$ cat src/rtl/core/assert_macros.svh
// Assertion macros used by the core RTL.
`ifndef ASSERT_MACROS_SVH
`define ASSERT_MACROS_SVH
`ifndef SYNTH
`define ASSERT_AT(lbl, ck, rstn, prop, msg) \
  lbl: assert property (@(posedge ck) disable iff (!rstn) prop) else $error(msg);
`define ASSERT_NR(lbl, ck, prop, msg) \
  lbl: assert property (@(posedge ck) prop) else $error(msg);
`else
`define ASSERT_AT(lbl, ck, rstn, prop, msg)
`define ASSERT_NR(lbl, ck, prop, msg)
`endif
`endif

$ cat src/rtl/core/dicc_pkg.sv
// Shared constants and types of the dictionary index coverage check.
package dicc_pkg;

  localparam int DICT_DEPTH = 1024;
  localparam int ADDR_W     = $clog2(DICT_DEPTH);
  localparam int IDX_W      = 10;
  localparam int LEN_W      = 11;
  localparam int EPOCH_W    = 8;
  localparam int PADDR_W    = 2;
  localparam int PDATA_W    = 32;

  localparam logic [LEN_W-1:0]   COUNT_MAX   = '1;
  localparam logic [EPOCH_W-1:0] EPOCH_MAX   = '1;
  localparam logic [EPOCH_W-1:0] EPOCH_ZERO  = '0;
  localparam logic [EPOCH_W-1:0] EPOCH_FIRST = EPOCH_W'(1);
  localparam logic [ADDR_W-1:0]  CLR_LAST    = ADDR_W'(DICT_DEPTH - 1);

  localparam logic [PADDR_W-1:0] ADDR_DICT_LENGTH = PADDR_W'(0);

  typedef logic [EPOCH_W-1:0] epoch_t;

  typedef struct packed {
    logic              we;
    logic [ADDR_W-1:0] waddr;
    epoch_t            wdata;
    logic [ADDR_W-1:0] raddr;
  } ram_req_t;

endpackage

$ cat src/rtl/core/dicc_cfg.sv
// APB register file holding the dictionary length.
module dicc_cfg (
  input  logic                          clk,
  input  logic                          rst_n,
  input  logic                          psel,
  input  logic                          penable,
  input  logic                          pwrite,
  input  logic [dicc_pkg::PADDR_W-1:0]  paddr,
  input  logic [dicc_pkg::PDATA_W-1:0]  pwdata,
  output logic [dicc_pkg::PDATA_W-1:0]  prdata,
  output logic                          pready,
  output logic [dicc_pkg::LEN_W-1:0]    dict_len
);
  import dicc_pkg::*;

  logic [LEN_W-1:0] dict_len_r;
  logic [LEN_W-1:0] dict_len_nxt;
  logic             wr_en;

  always_comb begin
    wr_en        = psel && penable && pwrite && (paddr == ADDR_DICT_LENGTH);
    dict_len_nxt = wr_en ? pwdata[LEN_W-1:0] : dict_len_r;
    prdata       = (paddr == ADDR_DICT_LENGTH) ? PDATA_W'(dict_len_r) : '0;
    pready       = 1'b1;
    dict_len     = dict_len_r;
  end

  always_ff @(posedge clk) begin
    if (!rst_n) begin
      dict_len_r <= '0;
    end else begin
      dict_len_r <= dict_len_nxt;
    end
  end

endmodule

$ cat config.mk
export PLATFORM = sky130hd
export DESIGN_NAME = dicc_cfg
export DESIGN_NICKNAME = d
export VERILOG_FILES = /design/src/rtl/core/assert_macros.svh /design/src/rtl/core/dicc_pkg.sv /design/src/rtl/core/dicc_cfg.sv
export SDC_FILE = /design/constraint.sdc
export NUM_CORES = 1
export LEC_CHECK = 0
export BUFFER_PORTS_ARGS = -buffer_cell sky130_fd_sc_hd__buf_2
export CAP_MARGIN = 30
export CORE_MARGIN = 2
export CORE_UTILIZATION = 35
export DETAILED_ROUTE_END_ITERATION = 10
export PLACE_DENSITY = 0.88
export SYNTH_ARGS = -nofsm -noshare
export SYNTH_HDL_FRONTEND = slang
export SYNTH_SLANG_ARGS = --single-unit
$ cat constraint.sdc
create_clock -name clk -period 2 [get_ports clk]
set_input_delay 0.1 -clock clk [delete_from_list [all_inputs] [get_ports clk]]
set_output_delay 0.1 -clock clk [all_outputs]
set_load 0.05 [all_outputs]
==> run_results.csv <==
group,metric,value,unit
finish,multiInputGateArea,362.8,sq um
worst_setup_path,path_depth,2,
yosys,yosysUniqueCellTypes,12,
flow_run,maxCapViolCount,0,
sta,fmax,898.7,MHz
die,die_h,48.90,microns
sta,period_needed,1113,ps
yosys,synthMuxAreaShare,15.60,%
grt,grt_use_total,10.94,%
worst_setup_path,reg2reg_depth,2,
grt,grt_pass1_vias,490,
finish,regArea,220.2,sq um
cts,post_cts_buffers,0,
worst_setup_path,crit_path_end,"prdata[9]",
route,drt_iter0_markers,9,
yosys,synth_top_family_by_area,"buffers and inverters",
power,p_total,514.8,uW
grt,antenna_found_initial,0,
cts,clk_path_buf_depth,2,
route,vias_per_cell,3.819,
yosys,ys_warn_count,0,
finish,final_area,838.3,sq um
worst_setup_path,r2r-start,"dict_len[2]$_SDFFE_PN0P_",
worst_setup_path,cp_max_fo,3,
cts,htreeDepth,1,
yosys,synth-adder-area-share,0,%
finish,drive_gt1_share,36.89,%
yosys,synth_xor_area_share,0,%
worst_setup_path,cp.buffers_inverters,1,
finish,final_common_cell,"buf_2",
cts,cts.sinks,11,
cts,path_clk_slew,70,ps
finish,final_nets,162,
worst_setup_path,cpLargestDelayFamily,"flip-flops",
finish,largest_register_ffs,11,
yosys,synth_compound_area_share,0,%
route,wl,1322,microns
worst_setup_path,cp-startpoint,"dict_len[9]$_SDFFE_PN0P_",
die,rows,16,
cts,cts_resized,0,
yosys,synth_top_area_share,31.21,%
outcome,outcome,"completed",
placement,dp_hpwl,1028,microns
placement,port_buffers,39,
sta,drv_slew,0,
yosys,yosys.area_share.simple,24.11,%
yosys,synth_top_area_cell,"dfxtp_1",
worst_setup_path,max_stage_delay,350,ps
cts,cts_hold_buffers,0,
yosys,syn_inst,85,
yosys,synth-seq-cells,11,
route,drcViolationCount,0,
die,ios,83,
route,vias,569,
sta,tns,0,ps
grt,grt_pass1_wl,2014,microns
grt,grt-ovfl-total,0,
yosys,avgSynthCellArea,8.302,sq um
finish,filler_cell_count,200,
sta,finalHoldViolations,0,
yosys,yosysSeqAreaShare,31.21,%
worst_hold_path,hold_path_class,"in2reg",
worst_setup_path,cp_slowest_cell,"dfxtp_1",
sta,rsz0062_at_grt,"no",
sta,finalClockSkew,0,ps
placement,place_ws,695.6,ps
worst_setup_path,worstPathCellList,"and2_2, buf_2",
power,p_per_area,614.1,nW/um^2
grt,grt_max_degree,23,
die,start_util,36.72,%
route,drt_pass1_iterations,4,
sta,finalCritPeriodShare,55.64,%
worst_setup_path,r2r_slack,1400,ps
route,ant_nets,0,
worst_setup_path,arrival,1010,ps
sta,timing.hold.ws,79.25,ps
cts,clk_latency,260,ps
cts,cts_buffers,3,
cts,cts_tree,"built",
worst_setup_path,required,1900,ps
power,ir_worst_vdd,0.3048,mV
sta,setup_slack,887.3,ps
worst_setup_path,worstSetupEndpointType,"output port",
die,core-area,1922,sq um
route,routedWlPerCell,8.872,microns
yosys,yosys-top-cells-area,"dfxtp_1, buf_4, mux2i_1",
die,dieArea,2391,sq um
yosys,synthesis.area,705.7,sq um
die,die_w,48.90,microns
finish,layout-area-overhead-vs-synth,18.79,%
finish,layout_common_cells,"buf_2, nand2_1, conb_1, mux2i_1, dfxtp_1",
finish,antenna_cells,0,
worst_setup_path,critPathKind,"reg2out",
worst_setup_path,worstSetupStartpointType,"register",
cts,root_buffer,"clkbuf_4",
placement,gp_congestion,0.5625,
placement,placed_area,812.0,sq um
sta,finalSetupViolations,0,
worst_setup_path,r2r-end,"dict_len[2]$_SDFFE_PN0P_",
power,power_leakage,0.4595,nW
metal layers:
| metal | part of all wire (%) | track usage, % | wire, microns |
|---|---|---|---|
| met4 | 0 | 4.286 | 0 |
| met2 | 49 | 18.26 | 646 |
| met5 | 0 | 0 | 0 |
| met1 | 40 | 12.67 | 524 |
| met3 | 11 | 3.988 | 151 |
final cells by class:
class,instances,share of cell area (%)
multi-input combinational,68,43.28
tap,27,4.030
timing repair buffer,39,23.28
clock buffer,4,3.134
sequential,11,26.27
how the worst min path moves through the flow:
stage / slack [ps] / depth (start not counted) / end / startpoint
floorplan: 240 / 2 / dict_len[10]$_SDFFE_PN0P_ / pwdata[10]
global placement: 350 / 3 / dict_len[2]$_SDFFE_PN0P_ / pwdata[2]
detailed placement: 350 / 3 / dict_len[7]$_SDFFE_PN0P_ / pwdata[7]
CTS: 60 / 3 / dict_len[7]$_SDFFE_PN0P_ / pwdata[7]
global route: 70 / 3 / dict_len[7]$_SDFFE_PN0P_ / pwdata[7]
finish: 80 / 3 / dict_len[7]$_SDFFE_PN0P_ / pwdata[7]
where the power goes:
part           leakage, nW  total (mW)  switching, mW  internal [mW]
Sequential          0.0888       0.223        0.00175          0.222
Clock               0.0150       0.148         0.0710         0.0770
Combinational        0.356       0.143          0.123         0.0204
Total                0.459       0.515          0.196          0.319
tightest hold or removal path, delay by kind of cell:
family                 cells  cell delay, ps
buffers and inverters      1              90
muxes                      1              50
and+or+nand+nor            1              40
cell families (layout without fill, tap and decap cells):
group | after synthesis | count (layout)
other | 2 | 22
multiplexers | 11 | 11
AND/OR/NAND/NOR | 35 | 35
buffers and inverters | 26 | 43
flip-flops | 11 | 11
through the flow:
| stage | instances | utilization [%] |
|---|---|---|
| 6_report | 149 | 43.62 |
| 5_1_grt | 149 | 43.62 |
| 4_1_cts | 149 | 43.62 |
| 3_5_place_dp | 145 | 42.25 |
| 3_3_place_gp | 145 | 42.25 |
| 2_1_floorplan | 105 | - |
cells in the mapped netlist:
cell      number
buf_4         22
nand2_1       22
dfxtp_1       11
mux2i_1       11
and2_1        10
clkbuf_1       2
conb_1         2
and2_2         1
and4_4         1
buf_12         1
buf_2          1
nor2_2         1
Note: power is estimated with default switching activity, not from simulation.
