==> src/rtl/core/assert_macros.svh <==
// Assertion macros used by the core RTL.
`ifndef ASSERT_MACROS_SVH
`define ASSERT_MACROS_SVH
`ifndef SYNTH
`define ASSERT_AT(lbl, ck, rstn, prop, msg) \
  lbl: assert property (@(posedge ck) disable iff (!rstn) prop) else $error(msg);
`define ASSERT_NR(lbl, ck, prop, msg) \
  lbl: assert property (@(posedge ck) prop) else $error(msg);
`else
`define ASSERT_AT(lbl, ck, rstn, prop, msg)
`define ASSERT_NR(lbl, ck, prop, msg)
`endif
`endif

==> src/rtl/core/dicc_pkg.sv <==
// Shared constants and types of the dictionary index coverage check.
package dicc_pkg;

  localparam int DICT_DEPTH = 1024;
  localparam int ADDR_W     = $clog2(DICT_DEPTH);
  localparam int IDX_W      = 10;
  localparam int LEN_W      = 11;
  localparam int EPOCH_W    = 8;
  localparam int PADDR_W    = 2;
  localparam int PDATA_W    = 32;

  localparam logic [LEN_W-1:0]   COUNT_MAX   = '1;
  localparam logic [EPOCH_W-1:0] EPOCH_MAX   = '1;
  localparam logic [EPOCH_W-1:0] EPOCH_ZERO  = '0;
  localparam logic [EPOCH_W-1:0] EPOCH_FIRST = EPOCH_W'(1);
  localparam logic [ADDR_W-1:0]  CLR_LAST    = ADDR_W'(DICT_DEPTH - 1);

  localparam logic [PADDR_W-1:0] ADDR_DICT_LENGTH = PADDR_W'(0);

  typedef logic [EPOCH_W-1:0] epoch_t;

  typedef struct packed {
    logic              we;
    logic [ADDR_W-1:0] waddr;
    epoch_t            wdata;
    logic [ADDR_W-1:0] raddr;
  } ram_req_t;

endpackage

==> src/rtl/core/dicc_track.sv <==
// Seen-map tracking: input register, epoch compare, forward, clear sweep, counters and result register.
`include "assert_macros.svh"
module dicc_track (
  input  logic                       clk,
  input  logic                       rst_n,
  input  logic                       start,
  input  logic [dicc_pkg::IDX_W-1:0] in_index,
  input  logic                       in_is_null,
  input  logic                       in_last,
  input  logic [dicc_pkg::LEN_W-1:0] dict_len,
  output logic                       busy,
  output dicc_pkg::ram_req_t         ram_req,
  input  dicc_pkg::epoch_t           ram_rdata,
  output logic                       out_strobe,
  output logic                       out_all_used,
  output logic                       out_index_error,
  output logic [dicc_pkg::LEN_W-1:0] out_distinct_seen
);
  import dicc_pkg::*;

  logic              s1_vld_r, s1_vld_nxt;
  logic [IDX_W-1:0]  s1_idx_r;
  logic              s1_null_r;
  logic              s1_last_r;
  epoch_t            cur_r, cur_nxt;
  logic              clr_act_r, clr_act_nxt;
  logic [ADDR_W-1:0] clr_addr_r, clr_addr_nxt;
  logic              fw_vld_r, fw_vld_nxt;
  logic [IDX_W-1:0]  fw_idx_r;
  logic [LEN_W-1:0]  cnt_r, cnt_nxt;
  logic              flt_r, flt_nxt;
  logic              ostb_r, ostb_nxt;
  logic              oall_r;
  logic              oerr_r;
  logic [LEN_W-1:0]  ocnt_r;

  logic             accept;
  logic             wrap_hold;
  logic             in_rng;
  logic             hit;
  logic             is_new;
  logic [LEN_W-1:0] cnt_inc;
  logic             flt_upd;

  always_comb begin
    accept    = start && !busy;
    wrap_hold = s1_vld_r && s1_last_r && (cur_r == EPOCH_MAX);
    busy      = clr_act_r || wrap_hold;

    in_rng  = !s1_null_r && (LEN_W'(s1_idx_r) < dict_len) && (32'(s1_idx_r) < DICT_DEPTH);
    hit     = (ram_rdata == cur_r) || (fw_vld_r && (fw_idx_r == s1_idx_r));
    is_new  = in_rng && !hit;
    cnt_inc = cnt_r + LEN_W'(is_new && (cnt_r != COUNT_MAX));
    flt_upd = flt_r || (!s1_null_r && !in_rng);

    ram_req.raddr = ADDR_W'(in_index);
    if (clr_act_r) begin
      ram_req.we    = 1'b1;
      ram_req.waddr = clr_addr_r;
      ram_req.wdata = EPOCH_ZERO;
    end else begin
      ram_req.we    = s1_vld_r && in_rng;
      ram_req.waddr = ADDR_W'(s1_idx_r);
      ram_req.wdata = cur_r;
    end

    s1_vld_nxt   = accept;
    cur_nxt      = cur_r;
    clr_act_nxt  = clr_act_r;
    clr_addr_nxt = clr_addr_r;
    fw_vld_nxt   = s1_vld_r && in_rng && !s1_last_r;
    cnt_nxt      = cnt_r;
    flt_nxt      = flt_r;
    ostb_nxt     = s1_vld_r && s1_last_r;

    if (clr_act_r) begin
      clr_addr_nxt = clr_addr_r + ADDR_W'(1);
      if (clr_addr_r == CLR_LAST) begin
        clr_act_nxt = 1'b0;
        cur_nxt     = EPOCH_FIRST;
      end
    end

    if (s1_vld_r) begin
      if (s1_last_r) begin
        cnt_nxt = '0;
        flt_nxt = 1'b0;
        if (cur_r == EPOCH_MAX) begin
          clr_act_nxt  = 1'b1;
          clr_addr_nxt = '0;
        end else begin
          cur_nxt = cur_r + EPOCH_FIRST;
        end
      end else begin
        cnt_nxt = cnt_inc;
        flt_nxt = flt_upd;
      end
    end

    out_strobe        = ostb_r;
    out_all_used      = oall_r;
    out_index_error   = oerr_r;
    out_distinct_seen = ocnt_r;
  end

  always_ff @(posedge clk) begin
    if (!rst_n) begin
      s1_vld_r   <= 1'b0;
      cur_r      <= EPOCH_FIRST;
      clr_act_r  <= 1'b1;
      clr_addr_r <= '0;
      fw_vld_r   <= 1'b0;
      cnt_r      <= '0;
      flt_r      <= 1'b0;
      ostb_r     <= 1'b0;
    end else begin
      s1_vld_r   <= s1_vld_nxt;
      cur_r      <= cur_nxt;
      clr_act_r  <= clr_act_nxt;
      clr_addr_r <= clr_addr_nxt;
      fw_vld_r   <= fw_vld_nxt;
      cnt_r      <= cnt_nxt;
      flt_r      <= flt_nxt;
      ostb_r     <= ostb_nxt;
    end
  end

  always_ff @(posedge clk) begin
    if (accept) begin
      s1_idx_r  <= in_index;
      s1_null_r <= in_is_null;
      s1_last_r <= in_last;
    end
    fw_idx_r <= s1_idx_r;
    if (s1_vld_r && s1_last_r) begin
      oall_r <= !flt_upd && (cnt_inc == dict_len);
      oerr_r <= flt_upd;
      ocnt_r <= cnt_inc;
    end
  end

  `ASSERT_AT(a_clear_no_item, clk, rst_n, clr_act_r |-> !s1_vld_r, "item in flight during clear")
  `ASSERT_AT(a_epoch_nonzero, clk, rst_n, cur_r != EPOCH_ZERO, "epoch equals cleared mark")
  `ASSERT_AT(a_strobe_src, clk, rst_n, ostb_r |-> $past(s1_vld_r && s1_last_r), "stray result")
  `ASSERT_AT(a_wrap_clear, clk, rst_n, wrap_hold |=> clr_act_r, "epoch wrap without clear")

endmodule

==> config.mk <==
export PLATFORM = sky130hd
export DESIGN_NAME = dicc_track
export DESIGN_NICKNAME = d
export VERILOG_FILES = /design/src/rtl/core/dicc_pkg.sv /design/src/rtl/core/dicc_track.sv
export VERILOG_INCLUDE_DIRS = /design/src /design/src/rtl/core
export SDC_FILE = /design/constraint.sdc
export NUM_CORES = 1
export LEC_CHECK = 0
export BUFFER_PORTS_ARGS = -buffer_cell sky130_fd_sc_hd__buf_2
export CAP_MARGIN = 20
export CORE_MARGIN = 2
export CORE_UTILIZATION = 56
export CTS_CLUSTER_DIAMETER = 100
export DETAILED_ROUTE_END_ITERATION = 10
export GPL_ROUTABILITY_DRIVEN = 0
export HOLD_SLACK_MARGIN = 0.05
export PLACE_DENSITY = 0.89
export SETUP_SLACK_MARGIN = 0.3
export SLEW_MARGIN = 0
export SYNTH_ARGS = -nofsm -noshare
export SYNTH_HDL_FRONTEND = slang
export SYNTH_SLANG_ARGS = --single-unit
==> constraint.sdc <==
create_clock -name clk -period 7.4 [get_ports clk]
set_clock_uncertainty 0.05 [all_clocks]
set_input_delay 0.37 -clock clk [delete_from_list [all_inputs] [get_ports clk]]
set_output_delay 0.37 -clock clk [all_outputs]
set_load 0.05 [all_outputs]
==> metrics, run 1 <==
result of the run finished, final reports clean; Clock Path Buffers 2; RSZ-0062 raised after global routing no; clk root buf clkbuf_8; vias in the first global route 2758; DRC 0; Seq pwr share 53.9%; Crit path arrival time 3.76 ns; Wirelength per Cell 15.2 um; Crit path top cell by count ha_1; Antenna Cells 0; number of synthesized flops with an enable pin 25; Worst Path Max Fanout 6; syn avg cell area 9.86 um2; Buffers on Ports 77; final setup fails 0; final slew viol count 0; Via-to-Cell Ratio 5.69; area share of fa/ha/maj cells after synthesis 4.42%; Clock Latency Late Sink 0.34 ns; Mapped Area 0.00368 mm2; Synth Area in Compound Gates 11.7%; Starting Density 57.9%; largest net degree at the start of global routing 28; register bit count reported by yosys 69; Crit Path Class register to register; H-tree levels 3; Leak Pwr 1.72 nW; post-synthesis xor/xnor area fraction 12.4%; postcts setup bufs 0; PD cells 175 mW/mm2; Syn-to-layout area delta 13.5%; Die Ht 85.0 um; Worst Path Required 7.52 ns; Max transition margin 31.2%; Synth Warn # 0; Reg clk slew, reported paths 0.07 ns; CP peak stage delay 0.49 ns; Post-Synth Simple-Gate Area 17.5%; Final ANT Viol Nets 0; mux cell area share after synthesis 3.61%; proportion of layout cells with a drive suffix above 1 23.9%; post-CTS sizing 0; row count 29; crit end category register; Primary FF master, synth dfxtp_1; TritonCTS Sinks 69; Period minus WS final 3.64 ns; final hold vios 0; Switch Pwr 0.169 mW; Tightest Pin Transition 1.03 ns; worst setup margin 3.76 ns; Sw Ratio 23.1%; DIE AREA 0.00723 mm2; dpl ws 3.84 ns; delay-heaviest family, CP simple AND/OR/NAND/NOR gates; worst min path class input port to register; register area share after synthesis 44.4%; max-cap viol count 0; syn_nets 420; worst ir drop on vdd 0.000159 V; Post-Synthesis Cells 373; Initial DRC Count 193; final setup TNS 0 ns; ys async rst share 0%; largest family of logic cells by synthesized area simple AND/OR/NAND/NOR gates; routed wire length 7830 um; Num CTS Buffers 9; core region area 0.00635 mm2; vias post-DR 2934; Final nets 481; TritonRoute pass-1 iters 5; I/O pins 78; Logic pwr share 7.6%; Startpoint Class register; CTS tree built; die width 85.0 um; Final period util 49.2%; All-Layer GR Usage 22.6%; Worst path slowest cell nor3_1; Cell variety after synth 56; DP Wirelength 5750 um; total gr overflow 0; proportion of power drawn by the clock network 38.5%; number of antenna violations at the first check in global routing 0; hold_buf cts 0; Max Clk Rate 275 MHz; first-pass GRT wire length 12800 um; crit-path cells ha_1, a21o_1, a31oi_1, o21bai_1, a21oi_1, o311a_1, ha_1, ha_1, nand3_1, nor3_1, xnor2_1, nand2_1, nor4_2; Int Power 0.563 mW; WP buf/inv 0
[cell type report]
cell class,instances,area [um2]
repair buffers,77,385
clock buffers,15,176
well taps,77,96.3
multi-input cells,261,1820
flip-flops and latches,69,1630
clock inverters,1,5.00
fillers,482,2170
inverters,16,60.1
[kinds of logic (layout without fill, tap and decap cells)]
logic type / Yosys count / count (layout)
flops: 69 / 69
xor+xnor: 47 / 47
compound gates: 67 / 67
simple gates: 122 / 122
mux: 12 / 12
buf+inv: 43 / 109
fa+ha+maj: 13 / 13
[through the flow]
step           utilization [%]  instances  hold slack (ns)  cell area (um2)  total power [mW]
6_report                  65.8        516            0.157             4180             0.732
5_1_grt                   65.8        516            0.143             4180             0.760
4_1_cts                   65.8        516            0.143             4180             0.737
3_5_place_dp              62.9        500            0.397             3990             0.458
2_1_floorplan                -        373            0.350             3680             0.442
3_3_place_gp              62.9        500            0.388             3990             0.457
[power by group through the flow]
stage	sequential [mW]	clock, mW	combinational, mW
after detailed placement	0.403	0	0.0549
after global placement	0.403	0	0.0538
final	0.395	0.282	0.0553
after floorplan	0.403	0	0.0392
after global routing	0.395	0.306	0.0600
after CTS	0.394	0.287	0.0553
[routing by layer]
metal / track usage [%] / vias to the layer above / routed length (um)
met5: 0 / - / 0
met4: 9.67 / 0 / 158
met3: 5.74 / 15 / 500
met2: 36.4 / 122 / 3710
met1: 28.9 / 1358 / 3460
li1: - / 1439 / -
[registers in the layout (all words and copies together), names as in the netlist, 8 cells and up]
name and cells:
cnt_r 11, fw_idx_r 10, clr_addr_r 10, out_distinct_seen 11, cur_r 8, s1_idx_r 10
[final timing paths]
path	end	slack, ns	cells past startpoint	from
hold reg to reg	fw_idx_r[3]	0.41	0	s1_idx_r[3]
setup reg to reg	out_all_used	3.76	13	s1_idx_r[2]
hold / removal	s1_null_r	0.16	1	in_is_null
setup / recovery	out_all_used	3.76	13	s1_idx_r[2]
[layout by cell type (no fill, tap or decap), types with 5 or more instances in the layout]
| cell | Yosys | routed |
|---|---|---|
| a21oi_1 | 16 | 16 |
| xor2_1 | 22 | 22 |
| nor2_1 | 21 | 21 |
| edfxtp_1 | 25 | 25 |
| ha_1 | 13 | 13 |
| mux2_2 | 10 | 10 |
| inv_1 | 16 | 16 |
| clkbuf_8 | 0 | 12 |
| nor2b_1 | 17 | 17 |
| a31oi_1 | 5 | 5 |
| dfxtp_1 | 44 | 44 |
| nand3_1 | 10 | 10 |
| buf_2 | 5 | 77 |
| nand2_1 | 27 | 27 |
| nand4_1 | 11 | 11 |
| and3_1 | 8 | 8 |
| xnor2_1 | 22 | 22 |
| o21ai_0 | 20 | 20 |
| nor3_1 | 8 | 8 |
[Yosys cell counts (3+ instances only)]
library cell  number  area share (%)
and3_1             8             1.4
nor4_1             4            0.68
nand2b_1           3            0.51
a31oi_1            5            0.85
a21o_1             4            0.82
dfxtp_1           44              24
a22oi_1            3            0.61
inv_1             16             1.6
clkbuf_1           6            0.61
nand2_1           27             2.8
nand4_1           11             1.9
buf_2              5            0.68
nor2_1            21             2.1
edfxtp_1          25              20
xnor2_1           22             5.2
nor2b_1           17             2.9
nor3_1             8             1.1
buf_4             11             2.2
and2_1             3            0.51
nand3_1           10             1.4
mux2_2            10             3.1
a21oi_1           16             2.2
o21ai_0           20             2.7
xor2_1            22             5.2
ha_1              13             4.4
No activity file was read; power rests on OpenSTA's default activity.
==> inputs of run 2 (changes only) <==
--- a/config.mk
+++ b/config.mk
@@ -9,12 +9,12 @@
 export BUFFER_PORTS_ARGS = -buffer_cell sky130_fd_sc_hd__buf_2
 export CAP_MARGIN = 20
 export CORE_MARGIN = 2
-export CORE_UTILIZATION = 56
+export CORE_UTILIZATION = 49
 export CTS_CLUSTER_DIAMETER = 100
 export DETAILED_ROUTE_END_ITERATION = 10
 export GPL_ROUTABILITY_DRIVEN = 0
 export HOLD_SLACK_MARGIN = 0.05
-export PLACE_DENSITY = 0.89
+export PLACE_DENSITY = 0.83
 export SETUP_SLACK_MARGIN = 0.3
 export SLEW_MARGIN = 0
 export SYNTH_ARGS = -nofsm -noshare
==> constraint.sdc (replaced) <==
create_clock -name clk -period 2.9 [get_ports clk]
set_clock_uncertainty 0.05 [all_clocks]
set_input_delay 0.145 -clock clk [delete_from_list [all_inputs] [get_ports clk]]
set_output_delay 0.145 -clock clk [all_outputs]
set_load 0.05 [all_outputs]
==> metrics, run 2 (same netlist as run 1, synthesis figures left out) <==
Period minus WS final 3.08 ns; Final ANT Viol Nets 0; Clock Path Buffers 2; r2r endpoint out_all_used; TritonCTS Sinks 69; Final period util 106%; Die Ht 90.6 um; Buffers on Ports 77; Worst Path Required 3.02 ns; Worst path slowest cell edfxtp_1; RSZ-0062 raised after global routing yes; Syn-to-layout area delta 38.9%; All-Layer GR Usage 24.4%; Reg2Reg Setup Slack -0.18 ns; most frequent cells in the layout buf_2, buf_4, dfxtp_1, nand2_1, edfxtp_1; Starting Density 50.7%; clk root buf clkbuf_8; row count 31; proportion of layout cells with a drive suffix above 1 39.3%; Wirelength per Cell 17.2 um; final hold vios 0; worst min path class input port to register; Startpoint Class register; max-cap viol count 0; Tightest Pin Transition 0.673 ns; Worst Setup EP out_all_used; Reg clk slew, reported paths 0.07 ns; die width 90.6 um; crit end category register; Worst Path Max Fanout 3; Max transition margin 55.1%; Crit path arrival time 3.20 ns; CTS tree built; I/O pins 78; number of antenna violations at the first check in global routing 0; final setup fails 3; Via-to-Cell Ratio 5.70; final slew viol count 0; Clock Latency Late Sink 0.35 ns; TritonRoute pass-1 iters 5; Leak Pwr 2.15 nW; vias in the first global route 3283; total gr overflow 0; failing checks setup timing; most common cell after layout, fill and taps aside buf_2; first-pass GRT wire length 15900 um; Initial DRC Count 310; Crit Path Class register to register; DRC 0; routed wire length 10400 um; Final nets 548; DIE AREA 0.00821 mm2; vias post-DR 3447; Num CTS Buffers 9; Antenna Cells 0; worst setup margin -0.185 ns; result of the run finished with violations; worst ir drop on vdd 0.000281 V; core region area 0.00725 mm2; final setup TNS -0.264 ns; R2R cell count 14; CP peak stage delay 0.44 ns; CP Launch Point s1_idx_r[2]; PD cells 394 mW/mm2; Final Power 2.01 mW; DP Wirelength 6590 um; reg-to-reg startpoint s1_idx_r[2]; Max Clk Rate 324 MHz; largest net degree at the start of global routing 26; H-tree levels 3; crit-path cells ha_4, a21o_1, a31oi_4, o21bai_4, a21oi_2, o311a_1, ha_4, buf_6, and4_4, nand4_1, buf_4, nand2_2, nand4_1, nor4_2
run 2: power by group:
part / switching, mW / leakage [nW] / internal [mW]
Combinational: 0.105 / 1.48 / 0.0774
Clock: 0.379 / 0.105 / 0.445
Sequential: 0.00538 / 0.565 / 1.00
Total: 0.489 / 2.15 / 1.52
run 2: area by class of cell:
class	count	area [um2]
inverter	16	60.1
fill	505	2150
clock buffer	10	149
sequential	69	1630
clock inverter	6	60.1
timing repair buffer	144	963
multi-input combinational	261	2120
tap	99	124
run 2: how the worst min path moves through the flow:
stage	from	end	slack, ns	cells past startpoint
4_1_cts	rst_n	cur_r[0]	0.11	2
2_1_floorplan	in_index[0]	s1_idx_r[0]	0.19	0
3_5_place_dp	in_is_null	s1_null_r	0.27	1
5_1_grt	rst_n	cur_r[0]	0.16	2
3_3_place_gp	in_is_null	s1_null_r	0.27	1
6_report	rst_n	cur_r[0]	0.14	2
run 2: per-stage QoR:
step                      util, %  cells  area (um2)  hold slack (ns)  setup WS, ns
final                        70.4    605        5110            0.139        -0.185
after global routing         70.4    605        5110            0.155        -0.262
after CTS                    68.1    600        4940            0.110        -0.124
after detailed placement     60.5    565        4390            0.274        -0.217
after global placement       60.5    565        4390            0.273       -0.0370
after floorplan                 -    373        3730            0.194       -0.0665
run 2: metal layers:
metal	wire (um)	track usage (%)
met5	0	0
met4	393	11.5
met3	826	4.51
met2	5130	41.6
met1	4060	29.8
run 2: timing repair:
item,in CTS,in global routing
pin swaps,22,17
buffers inserted,6,5
gates resized for setup,31,26
hold endpoints to repair,13,0
endpoints found under the setup margin,14,20
hold buffers,13,0
run 2: critical path, delay by kind of cell (launching register included):
kind	cells	cell delay, ns
and+or+nand+nor	5	0.86
AOI/OAI and AO/OA	5	0.83
adders and majority gates	2	0.44
DFF	1	0.44
buffers and inverters	2	0.29
==> inputs of run 3 (changes only) <==
--- a/config.mk
+++ b/config.mk
@@ -14,7 +14,7 @@
 export DETAILED_ROUTE_END_ITERATION = 10
 export GPL_ROUTABILITY_DRIVEN = 0
 export HOLD_SLACK_MARGIN = 0.05
-export PLACE_DENSITY = 0.83
+export PLACE_DENSITY = 0.79
 export SETUP_SLACK_MARGIN = 0.3
 export SLEW_MARGIN = 0
 export SYNTH_ARGS = -nofsm -noshare
==> metrics, run 3 (same netlist as run 1, synthesis figures left out) <==
All-Layer GR Usage 25.4%; TritonCTS Sinks 69; Startpoint Class register; WP depth 14; footprint of the multi-input gates 0.00206 mm2; Num CTS Buffers 9; delay-heaviest family, CP compound AO/OA/AOI/OAI gates; Period minus WS final 3.14 ns; die width 90.6 um; WHS 0.136 ns; most common cell after layout, fill and taps aside buf_2; Tightest Pin Transition 0.608 ns; result of the run finished with violations; H-tree levels 3; Wirelength per Cell 17.4 um; Switch Pwr 0.482 mW; final std cells w/o fill 618; dpl ws -0.303 ns; Worst path slowest cell edfxtp_1; clk root buf clkbuf_8; Buffers on Ports 77; Via-to-Cell Ratio 5.54; Max transition margin 59.2%; core region area 0.00725 mm2; crit end category register; Int Power 1.53 mW; largest net degree at the start of global routing 26; final setup TNS -0.388 ns; Sw Ratio 23.9%; row count 31; R2R cell count 14; Worst Path Max Fanout 4; crit-path cells ha_2, a21o_1, a31oi_1, o21bai_1, a21oi_2, o311a_1, ha_4, buf_4, and4_4, nand4_1, buf_4, o311a_1, o211ai_1, nor4_2; Reg clk slew, reported paths 0.07 ns; Leak Pwr 2.20 nW; I/O pins 78; Starting Density 50.7%; Crit path arrival time 3.18 ns; first-pass GRT wire length 16400 um; Logic pwr share 9.9%; final setup fails 5; Crit Path Class register to register; hold depth 2; DP Wirelength 6650 um; CP peak stage delay 0.45 ns; proportion of power drawn by the clock network 40.1%; DRC 0; Fill cells 505; worst ir drop on vdd 0.000308 V; fin area 0.00519 mm2; most frequent cells in the layout buf_2, buf_4, dfxtp_1, nand2_1, edfxtp_1; Final period util 108%; vias in the first global route 3327; vias post-DR 3422; WP buf/inv 2; Syn-to-layout area delta 41.1%; worst min path class input port to register; TritonRoute pass-1 iters 6; Final ANT Viol Nets 0; Seq pwr share 50.0%; final slew viol count 0; CTS tree built; Clock Latency Late Sink 0.35 ns; Final Power 2.01 mW; Clock Path Buffers 2; number of antenna violations at the first check in global routing 0; total gr overflow 0; max-cap viol count 0; Antenna Cells 0; Worst Path Required 2.94 ns; placed insts 569; RSZ-0062 raised after global routing yes; final hold vios 0; DIE AREA 0.00821 mm2; proportion of layout cells with a drive suffix above 1 39.1%; Final nets 561; Initial DRC Count 344; PD cells 388 mW/mm2; routed wire length 10700 um; Final Util 71.5%; Die Ht 90.6 um; Max Clk Rate 318 MHz; FF/Latch Area 0.00163 mm2; placed cell area 0.00443 mm2; failing checks setup timing; worst setup margin -0.240 ns
## run 3: layout make-up
| type | count | area share (%) |
|---|---|---|
| flip-flops and latches | 69 | 31.5 |
| multi-input cells | 261 | 39.8 |
| repair buffers | 157 | 21.2 |
| inverters | 16 | 1.16 |
| well taps | 99 | 2.39 |
| clock buffers | 14 | 3.76 |
| clock inverters | 2 | 0.217 |
## run 3: power by group through the flow
stage,logic (mW),clock network (mW),registers [mW]
3_5_place_dp,0.151,0,1.03
3_3_place_gp,0.147,0,1.03
6_report,0.200,0.807,1.01
4_1_cts,0.186,0.807,1.01
2_1_floorplan,0.100,0,1.03
5_1_grt,0.211,0.849,1.01
## run 3: final timing paths
path	start	end	slack [ns]
max	s1_idx_r[1]	out_all_used	-0.24
min	rst_n	cur_r[0]	0.14
max reg2reg	s1_idx_r[1]	out_all_used	-0.24
min reg2reg	s1_idx_r[3]	fw_idx_r[3]	0.47
## run 3: routing by layer
layer | vias to the layer above | track usage (%) | wire (um)
met3 | 45 | 4.51 | 689
met2 | 160 | 44.5 | 5400
met4 | 0 | 11.8 | 350
li1 | 1587 | - | -
met1 | 1630 | 30.1 | 4310
met5 | - | 0 | 0
## run 3: timing repair
action / CTS / global route
hold endpoints to repair: 13 / 0
setup buffers: 14 / 6
gates resized for setup: 31 / 24
setup endpoints to repair: 16 / 21
pin swaps: 22 / 16
hold buffers: 13 / 0
